[config.mk]
export PLATFORM = sky130hd
export DESIGN_NAME = priority_counter_task_scheduler_top
export DESIGN_NICKNAME = d
export VERILOG_FILES = /design/src/sv/pcts_pkg.sv /design/src/sv/pcts_ram.sv /design/src/sv/pcts_seq.sv /design/src/sv/priority_counter_task_scheduler_top.sv
export SDC_FILE = /design/constraint.sdc
export NUM_CORES = 1
export LEC_CHECK = 0
export BUFFER_PORTS_ARGS = -buffer_cell sky130_fd_sc_hd__buf_2
export CAP_MARGIN = 25
export CORE_MARGIN = 4
export CORE_UTILIZATION = 59
export DETAILED_ROUTE_END_ITERATION = 8
export GPL_ROUTABILITY_DRIVEN = 1
export PLACE_DENSITY = 0.82
export SLEW_MARGIN = 25
export SYNTH_ARGS = -nofsm -noshare
export SYNTH_HDL_FRONTEND = slang
export SYNTH_SLANG_ARGS = --single-unit
[constraint.sdc]
create_clock -name clk -period 4.89 [get_ports clk]
set_clock_uncertainty 0.15 [all_clocks]
set_input_delay 0.2445 -clock clk [delete_from_list [all_inputs] [get_ports clk]]
set_output_delay 0.2445 -clock clk [all_outputs]
set_load 0.01 [all_outputs]
[src/sv/pcts_pkg.sv]
package pcts_pkg;

    localparam int TASK_SLOTS_DEFAULT = 8;

    // Fixed field widths
    localparam int TASK_W  = 3;
    localparam int CNT_W   = 9;
    localparam int PRI_W   = 8;
    localparam int MASK_W  = 8;
    localparam int PRIO_W  = 64;
    localparam int CFG_IDX_W = 2;

    // Configuration register indexes
    localparam logic [CFG_IDX_W-1:0] CFG_TASK_PRIORITIES = 2'd0;
    localparam logic [CFG_IDX_W-1:0] CFG_PRESENT_MASK    = 2'd1;
    localparam logic [CFG_IDX_W-1:0] CFG_RUNNABLE_MASK   = 2'd2;

    // Configuration reset values
    localparam logic [PRIO_W-1:0] PRIO_RESET     = '0;
    localparam logic [MASK_W-1:0] PRESENT_RESET  = 8'hFE;
    localparam logic [MASK_W-1:0] RUNNABLE_RESET = 8'hFE;

    typedef enum logic [3:0] {
        ST_IDLE,
        ST_CHARGE,
        ST_SCAN_START,
        ST_SCAN,
        ST_REFILL_START,
        ST_REFILL,
        ST_FETCH,
        ST_REPORT,
        ST_DONE
    } pcts_state_t;

    typedef struct packed {
        logic              valid;
        logic [TASK_W-1:0] running_task;
        logic              switched;
        logic [CNT_W-1:0]  running_counter;
        logic              refilled;
        logic              stuck;
    } pcts_result_t;

endpackage

[src/sv/pcts_ram.sv]
module pcts_ram #(
    parameter int WIDTH = 8,
    parameter int DEPTH = 8
) (
    input  logic                     clk,
    input  logic                     wen,
    input  logic [$clog2(DEPTH)-1:0] waddr,
    input  logic [WIDTH-1:0]         wdata,
    input  logic                     ren,
    input  logic [$clog2(DEPTH)-1:0] raddr,
    output logic [WIDTH-1:0]         rdata
);

    logic [WIDTH-1:0] mem [DEPTH];
    logic [WIDTH-1:0] rdata_reg;

    always_ff @(posedge clk)
    begin
        if (wen)
        begin
            mem[waddr] <= wdata;
        end
        if (ren)
        begin
            rdata_reg <= mem[raddr];
        end
    end

    assign rdata = rdata_reg;

endmodule

[src/sv/pcts_seq.sv]
module pcts_seq
    import pcts_pkg::*;
#(
    parameter int TASK_SLOTS = TASK_SLOTS_DEFAULT,
    localparam int AW = $clog2(TASK_SLOTS)
) (
    input  logic              clk,
    input  logic              rst_n,
    input  logic              start,
    input  logic              tick,
    input  logic [PRIO_W-1:0] task_priorities,
    input  logic [MASK_W-1:0] present_mask,
    input  logic [MASK_W-1:0] runnable_mask,
    input  logic [CNT_W-1:0]  mem_rdata,
    output logic              mem_ren,
    output logic [AW-1:0]     mem_raddr,
    output logic              mem_wen,
    output logic [AW-1:0]     mem_waddr,
    output logic [CNT_W-1:0]  mem_wdata,
    output logic              idle,
    input  logic              result_take,
    output pcts_result_t      result
);

    localparam logic [AW-1:0] LAST_SLOT  = AW'(TASK_SLOTS - 1);
    localparam logic [AW-1:0] FIRST_SLOT = AW'(1);

    pcts_state_t state_reg, state_next;

    logic             tick_reg, tick_next;
    logic [AW-1:0]    cur_reg, cur_next;
    logic [AW-1:0]    prev_reg, prev_next;
    logic [AW-1:0]    idx_reg, idx_next;
    logic             found_reg, found_next;
    logic [AW-1:0]    best_reg, best_next;
    logic [CNT_W-1:0] max_reg, max_next;
    logic [CNT_W-1:0] cnt_reg, cnt_next;
    logic             refilled_reg, refilled_next;
    logic             stuck_reg, stuck_next;

    logic             cur_busy;
    logic [CNT_W-1:0] dec_val;
    logic             eligible;
    logic             take_slot;
    logic             found_upd;
    logic [AW-1:0]    best_upd;
    logic [CNT_W-1:0] max_upd;
    logic             scan_last;
    logic [PRI_W-1:0] pri_sel;
    logic [CNT_W-1:0] refill_val;

    // Scan and refill datapath
    always_comb
    begin
        cur_busy   = (cur_reg != '0);
        dec_val    = (mem_rdata == '0) ? '0 : mem_rdata - CNT_W'(1);
        eligible   = present_mask[idx_reg] & runnable_mask[idx_reg];
        take_slot  = eligible && (!found_reg || (mem_rdata > max_reg));
        found_upd  = found_reg | eligible;
        best_upd   = take_slot ? idx_reg : best_reg;
        max_upd    = take_slot ? mem_rdata : max_reg;
        scan_last  = (idx_reg == FIRST_SLOT);
        pri_sel    = task_priorities[PRI_W * idx_reg +: PRI_W];
        refill_val = {1'b0, mem_rdata[CNT_W-1:1]} + CNT_W'(pri_sel);
    end

    // Next state
    always_comb
    begin
        state_next = state_reg;
        unique case (state_reg)
            ST_IDLE:
            begin
                if (start)
                begin
                    state_next = ST_CHARGE;
                end
            end
            ST_CHARGE:
            begin
                if (!tick_reg || (cur_busy && dec_val != '0))
                begin
                    state_next = ST_DONE;
                end
                else
                begin
                    state_next = ST_SCAN_START;
                end
            end
            ST_SCAN_START:
            begin
                state_next = ST_SCAN;
            end
            ST_SCAN:
            begin
                if (scan_last)
                begin
                    if (found_upd && max_upd == '0 && !refilled_reg)
                    begin
                        state_next = ST_REFILL_START;
                    end
                    else
                    begin
                        state_next = ST_FETCH;
                    end
                end
            end
            ST_REFILL_START:
            begin
                state_next = ST_REFILL;
            end
            ST_REFILL:
            begin
                if (idx_reg == LAST_SLOT)
                begin
                    state_next = ST_SCAN_START;
                end
            end
            ST_FETCH:
            begin
                state_next = ST_REPORT;
            end
            ST_REPORT:
            begin
                state_next = ST_DONE;
            end
            ST_DONE:
            begin
                if (result_take)
                begin
                    state_next = ST_IDLE;
                end
            end
            default:
            begin
                state_next = ST_IDLE;
            end
        endcase
    end

    // Memory port and handshake outputs
    always_comb
    begin
        mem_ren   = 1'b0;
        mem_raddr = cur_reg;
        mem_wen   = 1'b0;
        mem_waddr = cur_reg;
        mem_wdata = dec_val;
        unique case (state_reg)
            ST_IDLE:
            begin
                mem_ren = start;
            end
            ST_CHARGE:
            begin
                mem_wen = tick_reg && cur_busy;
            end
            ST_SCAN_START:
            begin
                mem_ren   = 1'b1;
                mem_raddr = LAST_SLOT;
            end
            ST_SCAN:
            begin
                mem_ren   = !scan_last;
                mem_raddr = idx_reg - AW'(1);
            end
            ST_REFILL_START:
            begin
                mem_ren   = 1'b1;
                mem_raddr = FIRST_SLOT;
            end
            ST_REFILL:
            begin
                mem_wen   = present_mask[idx_reg];
                mem_waddr = idx_reg;
                mem_wdata = refill_val;
                mem_ren   = (idx_reg != LAST_SLOT);
                mem_raddr = idx_reg + AW'(1);
            end
            ST_FETCH:
            begin
                mem_ren = 1'b1;
            end
            ST_REPORT, ST_DONE:
            begin
                mem_ren = 1'b0;
            end
            default:
            begin
                mem_ren = 1'b0;
            end
        endcase

        idle                   = (state_reg == ST_IDLE);
        result.valid           = (state_reg == ST_DONE);
        result.running_task    = TASK_W'(cur_reg);
        result.switched        = (cur_reg != prev_reg);
        result.running_counter = cnt_reg;
        result.refilled        = refilled_reg;
        result.stuck           = stuck_reg;
    end

    // Working registers
    always_comb
    begin
        tick_next     = tick_reg;
        cur_next      = cur_reg;
        prev_next     = prev_reg;
        idx_next      = idx_reg;
        found_next    = found_reg;
        best_next     = best_reg;
        max_next      = max_reg;
        cnt_next      = cnt_reg;
        refilled_next = refilled_reg;
        stuck_next    = stuck_reg;
        unique case (state_reg)
            ST_IDLE:
            begin
                if (start)
                begin
                    tick_next     = tick;
                    prev_next     = cur_reg;
                    refilled_next = 1'b0;
                    stuck_next    = 1'b0;
                end
            end
            ST_CHARGE:
            begin
                cnt_next = (tick_reg && cur_busy) ? dec_val : mem_rdata;
            end
            ST_SCAN_START:
            begin
                idx_next   = LAST_SLOT;
                found_next = 1'b0;
                best_next  = '0;
                max_next   = '0;
            end
            ST_SCAN:
            begin
                found_next = found_upd;
                best_next  = best_upd;
                max_next   = max_upd;
                if (!scan_last)
                begin
                    idx_next = idx_reg - AW'(1);
                end
                else if (!found_upd)
                begin
                    cur_next = '0;
                end
                else if (max_upd != '0)
                begin
                    cur_next = best_upd;
                end
                else if (refilled_reg)
                begin
                    // hold the current task
                    stuck_next = 1'b1;
                end
                else
                begin
                    refilled_next = 1'b1;
                end
            end
            ST_REFILL_START:
            begin
                idx_next = FIRST_SLOT;
            end
            ST_REFILL:
            begin
                if (idx_reg != LAST_SLOT)
                begin
                    idx_next = idx_reg + AW'(1);
                end
            end
            ST_REPORT:
            begin
                cnt_next = mem_rdata;
            end
            ST_FETCH, ST_DONE:
            begin
                cnt_next = cnt_reg;
            end
            default:
            begin
                cnt_next = cnt_reg;
            end
        endcase
    end

    always_ff @(posedge clk or negedge rst_n)
    begin
        if (!rst_n)
        begin
            state_reg    <= ST_IDLE;
            cur_reg      <= '0;
            refilled_reg <= 1'b0;
            stuck_reg    <= 1'b0;
        end
        else
        begin
            state_reg    <= state_next;
            cur_reg      <= cur_next;
            refilled_reg <= refilled_next;
            stuck_reg    <= stuck_next;
        end
    end

    always_ff @(posedge clk)
    begin
        tick_reg  <= tick_next;
        prev_reg  <= prev_next;
        idx_reg   <= idx_next;
        found_reg <= found_next;
        best_reg  <= best_next;
        max_reg   <= max_next;
        cnt_reg   <= cnt_next;
    end

`ifndef SYNTHESIS
    a_no_same_entry_rw: assert property (@(posedge clk) disable iff (!rst_n)
        (mem_wen && mem_ren) |-> (mem_waddr != mem_raddr))
        else $error("read and write of the same counter entry in one cycle");

    a_stuck_after_refill: assert property (@(posedge clk) disable iff (!rst_n)
        stuck_reg |-> refilled_reg)
        else $error("stuck raised without a refill");

    a_scan_skips_idle: assert property (@(posedge clk) disable iff (!rst_n)
        (state_reg == ST_SCAN || state_reg == ST_REFILL) |-> (idx_reg != '0))
        else $error("scan or refill reached the idle slot");

    a_done_holds: assert property (@(posedge clk) disable iff (!rst_n)
        (state_reg == ST_DONE && !result_take) |=> (state_reg == ST_DONE && $stable(cur_reg)))
        else $error("result dropped while the output was full");
`endif

endmodule

[src/sv/priority_counter_task_scheduler_top.sv]
// Channel    Direction  Handshake              Payload
// in         input      in_valid / in_stall    tick
// out        output     out_valid / out_stall  running_task, switched, running_counter,
//                                              refilled, stuck
// cfg        input      cfg_valid / cfg_ready  cfg_index, cfg_data
//
// A status item or a tick that needs no new pick goes from the charge step to the result.
// A tick that triggers a pick also scans the slots from the last down to slot 1 and then
// fetches the picked task's counter; one that also refills present tasks' counters from
// slot 1 up rescans after the refill; the RAM's single read port takes one slot per cycle.
// Reset clears the sequencer and the valid bits and sets the configuration to its reset
// values; unwritten counter RAM entries read as zero, so no clearing pass is needed.
// A new item is taken while a finished result still waits in the output register.
module priority_counter_task_scheduler_top
    import pcts_pkg::*;
#(
    parameter int TASK_SLOTS = TASK_SLOTS_DEFAULT
) (
    input  logic                 clk,
    input  logic                 rst_n,

    input  logic                 in_valid,
    output logic                 in_stall,
    input  logic                 tick,

    output logic                 out_valid,
    input  logic                 out_stall,
    output logic [TASK_W-1:0]    running_task,
    output logic                 switched,
    output logic [CNT_W-1:0]     running_counter,
    output logic                 refilled,
    output logic                 stuck,

    input  logic                 cfg_valid,
    output logic                 cfg_ready,
    input  logic [CFG_IDX_W-1:0] cfg_index,
    input  logic [PRIO_W-1:0]    cfg_data
);

    localparam int AW = $clog2(TASK_SLOTS);

    // Configuration registers
    logic [PRIO_W-1:0] prio_reg;
    logic [MASK_W-1:0] present_reg;
    logic [MASK_W-1:0] runnable_reg;

    // Counter RAM port
    logic             mem_ren;
    logic [AW-1:0]    mem_raddr;
    logic             mem_wen;
    logic [AW-1:0]    mem_waddr;
    logic [CNT_W-1:0] mem_wdata;
    logic [CNT_W-1:0] ram_rdata;
    logic [CNT_W-1:0] cnt_rdata;

    // One valid bit per counter entry; an unwritten entry reads as zero
    logic [TASK_SLOTS-1:0] written_reg;
    logic                  rd_written_reg;

    logic         seq_idle;
    logic         in_accept;
    logic         result_take;
    pcts_result_t result;

    // Output register
    logic              out_valid_reg;
    logic [TASK_W-1:0] out_task_reg;
    logic              out_switched_reg;
    logic [CNT_W-1:0]  out_counter_reg;
    logic              out_refilled_reg;
    logic              out_stuck_reg;

    assign cfg_ready   = 1'b1;
    assign in_stall    = !seq_idle;
    assign in_accept   = in_valid && !in_stall;
    // take the result when the output register is empty or being drained
    assign result_take = !out_valid_reg || !out_stall;

    always_ff @(posedge clk or negedge rst_n)
    begin
        if (!rst_n)
        begin
            prio_reg     <= PRIO_RESET;
            present_reg  <= PRESENT_RESET;
            runnable_reg <= RUNNABLE_RESET;
        end
        else if (cfg_valid && cfg_ready)
        begin
            unique case (cfg_index)
                CFG_TASK_PRIORITIES: prio_reg     <= cfg_data;
                CFG_PRESENT_MASK:    present_reg  <= cfg_data[MASK_W-1:0];
                CFG_RUNNABLE_MASK:   runnable_reg <= cfg_data[MASK_W-1:0];
                default:             prio_reg     <= prio_reg;  // drop unknown index
            endcase
        end
    end

    pcts_ram #(
        .WIDTH (CNT_W),
        .DEPTH (TASK_SLOTS)
    ) u_counter_ram (
        .clk   (clk),
        .wen   (mem_wen),
        .waddr (mem_waddr),
        .wdata (mem_wdata),
        .ren   (mem_ren),
        .raddr (mem_raddr),
        .rdata (ram_rdata)
    );

    // Track written entries and register the flag alongside the read data
    always_ff @(posedge clk or negedge rst_n)
    begin
        if (!rst_n)
        begin
            written_reg <= '0;
        end
        else if (mem_wen)
        begin
            written_reg[mem_waddr] <= 1'b1;
        end
    end

    always_ff @(posedge clk)
    begin
        if (mem_ren)
        begin
            rd_written_reg <= written_reg[mem_raddr];
        end
    end

    assign cnt_rdata = rd_written_reg ? ram_rdata : '0;

    pcts_seq #(
        .TASK_SLOTS (TASK_SLOTS)
    ) u_seq (
        .clk             (clk),
        .rst_n           (rst_n),
        .start           (in_accept),
        .tick            (tick),
        .task_priorities (prio_reg),
        .present_mask    (present_reg),
        .runnable_mask   (runnable_reg),
        .mem_rdata       (cnt_rdata),
        .mem_ren         (mem_ren),
        .mem_raddr       (mem_raddr),
        .mem_wen         (mem_wen),
        .mem_waddr       (mem_waddr),
        .mem_wdata       (mem_wdata),
        .idle            (seq_idle),
        .result_take     (result_take),
        .result          (result)
    );

    // Output register: load on a finished result, clear once transferred
    always_ff @(posedge clk or negedge rst_n)
    begin
        if (!rst_n)
        begin
            out_valid_reg <= 1'b0;
        end
        else if (result.valid && result_take)
        begin
            out_valid_reg <= 1'b1;
        end
        else if (!out_stall)
        begin
            out_valid_reg <= 1'b0;
        end
    end

    always_ff @(posedge clk)
    begin
        if (result.valid && result_take)
        begin
            out_task_reg     <= result.running_task;
            out_switched_reg <= result.switched;
            out_counter_reg  <= result.running_counter;
            out_refilled_reg <= result.refilled;
            out_stuck_reg    <= result.stuck;
        end
    end

    assign out_valid       = out_valid_reg;
    assign running_task    = out_task_reg;
    assign switched        = out_switched_reg;
    assign running_counter = out_counter_reg;
    assign refilled        = out_refilled_reg;
    assign stuck           = out_stuck_reg;

endmodule
; ---- After elaboration in Yosys (flattened, before gate mapping)
; Memories as Yosys holds them, arrays and structs flattened. A register that Yosys moved wholly into a read port is not among the register bits.
; Index checks and enable logic that the tools add are counted.
; W data, S select, Z words.
[op_classes]
bitwise_logic = 3
eq_ne = 25
shift = 1
n_mux = 48
n_addsub = 4
n_lt_le_gt_ge = 5
n_reduce_logical = 39
[ops]
columns = cell, count
row1 = $shiftx A64 B7 Y8, 1
row2 = $mux W9, 5
row3 = $pmux W4 S9, 1
row4 = $pmux W9 S2, 2
row5 = $pmux W3 S4, 2
row6 = $mux W4, 5
row7 = $logic_not A9 Y1, 2
row8 = $mux W3, 6
row9 = $reduce_bool A9 Y1, 2
row10 = $eq A4 B3 Y1 const B, 4
row11 = $mux W1, 16
row12 = $ne A2 B1 Y1 const B, 7
row13 = $lt A3 B4 Y1 const B, 3
row14 = $add A8 B8 Y9, 1
row15 = $bmux W1 S3, 3
row16 = $gt A9 B9 Y1, 1
row17 = $sub A9 B1 Y9 const B, 1
row18 = $eq A4 B2 Y1 const B, 2
row19 = $logic_and A1 B1 Y1, 8
row20 = $ne A2 B2 Y1 const B, 4
row21 = $or A8 B8 Y8, 1
row22 = $pmux W1 S2, 4
row23 = $reduce_and A2 Y1, 4
row24 = $logic_not A1 Y1, 7
row25 = other kinds (28), 33
[totals]
ram_bits = 72
word_cells = 148
mem_count = 1
ff_bits = 143
in_bits = 72
[memory_table]
columns = memory, words, word_bits, read_ports, rd_ports_with_merged_regs, wr, line
row1 = u_counter_ram.mem, 8, 9, 1, 1, 1, pcts_ram.sv:14  ; logic [WIDTH-1:0] mem [DEPTH];

; ---- Depth between registers and ports, before layout
[depth]
ltp_word = 11
ltp_mapped = 13
ltp_nobuf = 10

; ---- Hierarchy
; From an unflattened synthesis, not the netlist that was laid out.
[unflattened]
hier_cells = 719
hier_area_um2 = 10580.1
[modules_own_cells]
columns = module, cells_per_inst, area_per_inst_um2, n_inst, seq_area_each_um2
row1 = priority_counter_task_scheduler_top, 226, 3968.8, 1, 2725.1
row2 = pcts_seq, 367, 3502.1, 1, 1096.1
row3 = pcts_ram, 126, 3109.2, 1, 2432.3

; ---- Worst setup path after synthesis
; Ideal clock, no wire load.
[synth_timing]
path_type = register to register
startpoint = register u_seq.idx_reg[0]
endpoint = memory u_counter_ram.mem[0][6] in the netlist's numbering, data pin
arrival_ps = 3315
t_required_ps = 4503
synth_period_minus_slack_ps = 3702
path_stages_with_launch = 14
slack_ps = 1188
path_cell_list = edfxtp_1 -> buf_6 -> buf_8 -> buf_1 -> mux4_2 -> nand2_1 -> nand2_1 -> ha_1 -> ha_1 -> a21oi_1 -> o21bai_1 -> a2111oi_2 -> o21ai_1 -> a31oi_1
[synth_via]
elab_chain_len = 3
[synth_rtl]
columns = element, line
row1 = from (decl), pcts_seq.sv:33  ; logic [AW-1:0] idx_reg, idx_next;
row2 = from (signal assigned), pcts_seq.sv:314  ; idx_reg <= idx_next;
row3 = $shiftx A64 B7 Y8, pcts_seq.sv:63  ; pri_sel = task_priorities[PRI_W * idx_reg +: PRI_W];
row4 = $add A8 B8 Y9, pcts_seq.sv:64  ; refill_val = {1'b0, mem_rdata[CNT_W-1:1]} + CNT_W'(pri_sel);
row5 = $mux W9, pcts_seq.sv:149  ; unique case (state_reg)
row6 = via mem_wdata[6], priority_counter_task_scheduler_top.sv:52  ; logic [CNT_W-1:0] mem_wdata;
row7 = to (decl), pcts_ram.sv:14
; The timed path passes the listed nets, and every way through them passes these cells.

; ---- Worst setup path after layout
[layout_timing]
startpoint = register u_seq.idx_reg[0]
endpoint = memory u_counter_ram.mem[6][6] in the netlist's numbering, data pin
; Same word-level chain as after synthesis.

==> key figures <==
STA
  • Unrepaired setup endpoints after global routing: no
  • Relative slew slack: 32.5%
  • Setup TNS: 0 ns
  • Crit share post-route: 79.2%
  • Fin. Hold Viols: 0
  • Worst-Margin Slew: 1.01 ns
  • # setup viols final: 0
  • Pins Over Slew Limit: 0
  • F_max: 0.258 GHz
  • Minimum clock period: 3.87 ns

Finish
  • Share of layout cells above drive strength 1: 28.2%
  • Largest register FFs: 72
  • Nets: 1079
  • Filler instances: 1126
  • Final core occ: 72.5%
  • Syn-to-layout area delta: 19.2%
  • N_diodes: 0

Global routing
  • Vias in the first global route: 7791
  • Initial antenna violation count: 0
  • Largest net degree at the start of global routing: 74
  • First-pass GRT wire length: 42.5 mm
  • Grt ovf: 0
  • Total track usage: 26.9%

Synth
  • Avg Inst Size Synth: ~13 µm²
  • Ys flop type: edfxtp_1
  • Register area share after synthesis: 59.1%
  • YS warnings: 0
  • Count of cell types in the netlist: 67
  • Synth Net Count: 936
  • Post-Syn Area: around 11000 µm²
  • Register bit total from synthesis: about 220
  • FFs w/ async S/R, synth: 43.8%
  • Cells after Synth: 845
  • EDFF count, synth: 126

Clocking
  • Sink Count: 224
  • H-tree depth: 1
  • CTS tree: built
  • Post-cts sizing count: 0
  • Clock slew at reported path FFs: 0.06 ns
  • Root Buffer: clkbuf_16
  • Num CTS Buffers: 23
  • Clk buf depth: 3
  • Worst skew pair latency: between 0.5 and 0.6 ns
  • Hold Buf Count CTS: slightly below 70
  • Post-CTS Setup Bufs: 0

Route
  • WL final: 26.8 mm
  • Vias per cell: 6.18
  • Iter 0 DRT Violations: 778
  • DR vias: between 7000 and 8000
  • Detail Route Antenna Nets: 0
  • DRC Markers: 0
  • 1st-pass router iterations: 6
  • DR WL/cell: roughly 22 µm

Place
  • Hpwl dp: 15.8 mm
  • PortBufs: 88
  • RePlAce Congestion: about 0.94

Setup path
  • Worst Setup End Kind: flop
  • Worst Setup Path Type: reg2reg
  • Worst Path Buf+Inv: 1
  • Worst setup SP type: flop
  • Crit path DAT: between 3 and 4 ns
  • Max incr delay on CP: around 0.55 ns
  • Crit-path max FO: 11
  • Delay-heaviest family, CP: compound AO/OA/AOI/OAI gates
  • CP required: 4.96 ns
  • CP max-delay cell: edfxtp_1
  • Critical path, cell by cell: buf_4 -> mux4_2 -> nand2_1 -> nand2_1 -> ha_1 -> ha_1 -> a21oi_1 -> o21bai_1 -> a2111oi_2 -> o21ai_1 -> a31oi_1

Flow run
  • Max Cap Viol: 0

Power and ir drop
  • Leakage: 5.06 nW
  • Power Dens Cells: 584 nW/µm²
  • VDD IR-drop max: 0.000427 V

Hold path
  • HP Class: in2async

Floorplanning
  • Die area: 20200 µm²
  • Core Box Area: 17400 µm²
  • Initial core utilization: 60.8%
  • I/O pins: 90
  • Die Y: 142 µm
  • Row count: 48
  • Die width: 142 µm

Run status
  • Outcome: finished clean
## cell usage after synthesis, drive strengths merged, types with 17 or more instances
cell / count / area share [%]
edfxtp: 126 / 36
nand2: 109 / 3.9
dfrtp: 84 / 20
mux2: 83 / 8.8
nor2: 46 / 1.6
clkbuf: 38 / 1.3
nand3: 31 / 1.5
a21oi: 29 / 1.4
o21ai: 26 / 1.2
inv: 20 / 0.71
mux4: 20 / 4.3
ha: 19 / 2.2
nor2b: 17 / 1.0
## path summary, 6_finish.rpt
path,end,cells past startpoint,start,slack [ns]
min reg2reg,running_counter[4],0,u_seq.cnt_reg[4],0.27
max in group asynchronous,prio_reg[14],3,rst_n,3.30
min in group clk,running_counter[4],0,u_seq.cnt_reg[4],0.27
min,u_seq.cur_reg[2],2,rst_n,0.05
max,u_counter_ram.mem[6][6],11,u_seq.idx_reg[0],1.02
max reg2reg,u_counter_ram.mem[6][6],11,u_seq.idx_reg[0],1.02
## cells in the final DEF, fill, tap and decap left out, types with 7 or more instances in the layout
| cell type | netlist | final |
|---|---|---|
| buf_4 | 1 | 11 |
| a21oi_1 | 29 | 29 |
| nand3b_1 | 7 | 7 |
| ha_1 | 19 | 19 |
| o21ai_0 | 22 | 20 |
| dlygate4sd3_1 | 0 | 68 |
| mux2_2 | 83 | 83 |
| edfxtp_1 | 126 | 126 |
| or2_2 | 14 | 14 |
| nand3_1 | 31 | 31 |
| dfstp_2 | 14 | 14 |
| a31o_2 | 10 | 10 |
| buf_2 | 3 | 87 |
| clkbuf_1 | 38 | 7 |
| nand2_1 | 109 | 109 |
| nor2b_1 | 17 | 17 |
| a311oi_1 | 11 | 11 |
| nor3_1 | 9 | 9 |
| clkbuf_16 | 0 | 23 |
| nor2_1 | 46 | 45 |
| xnor2_1 | 11 | 11 |
| dfrtp_1 | 84 | 84 |
| inv_1 | 20 | 20 |
| and3_1 | 7 | 7 |
| a211oi_1 | 11 | 11 |
| and2_1 | 8 | 8 |
| mux4_2 | 20 | 20 |
## where the power goes
group | total, W | internal, W | leakage, nW | switching, W
logic | 0.00269 | 0.00102 | 2.38 | 0.00167
registers | 0.00295 | 0.00266 | 2.33 | 0.000297
clock network | 0.00172 | 0.00102 | 0.352 | 0.000704
total | 0.00737 | 0.00470 | 5.06 | 0.00267
## per-layer routing
metal,up-vias,GRT usage (%),share of wire [%]
met3,69,4.91,7.9
met2,392,46.2,50
li1,3393,-,-
met4,0,9.44,3.8
met5,-,0,0
met1,3729,34.8,39
## cell type report
class / instances / area [µm²] / area share (%)
Timing Repair Buffer: 166 / 1200 / 9.49
Clock buffer: 30 / 602 / 4.77
Clock inverter: 10 / 120 / 0.951
Multi-Input combinational cell: 551 / 4090 / 32.4
Tap cell: 225 / 282 / 2.23
Sequential cell: 224 / 6250 / 49.5
Inverter: 22 / 82.6 / 0.654
## kinds of logic (layout without fill, tap and decap cells)
| family | Yosys count | after routing | synth area share, % |
|---|---|---|---|
| and+or+nand+nor | 275 | 275 | 12.5 |
| DFF | 224 | 224 | 59.1 |
| AOI/OAI and AO/OA | 132 | 132 | 8.58 |
| muxes | 108 | 108 | 13.6 |
| buffers and inverters | 70 | 228 | 2.73 |
| adders and majority gates | 20 | 20 | 2.35 |
| xor gates and xnor gates | 15 | 15 | 1.24 |
| other | 1 | 1 | 0.0354 |
## per-stage QoR
stage          total power, W  instances  cell area, µm²  setup WS, ns  hold slack (ns)
2_1_floorplan         0.00473        845           10600          1.19           -0.201
3_3_place_gp          0.00544       1120           11200          1.36           0.0181
3_5_place_dp          0.00551       1120           11200          1.13           0.0138
4_1_cts               0.00728       1228           12600          1.08           0.0241
5_1_grt               0.00773       1228           12600         0.828           0.0753
6_report              0.00737       1228           12600          1.02           0.0494
## worst register-to-register path: cells and delay by family (launching register included)
kind,cells,cell delay [ns]
flip-flops,1,0.55
buffers and inverters,1,0.32
multiplexers,1,0.55
AO/OA/AOI/OAI,5,1.48
AND/OR/NAND/NOR,2,0.16
adder cells (fa/ha/maj),2,0.39
Note: power is estimated with default switching activity, not from simulation.
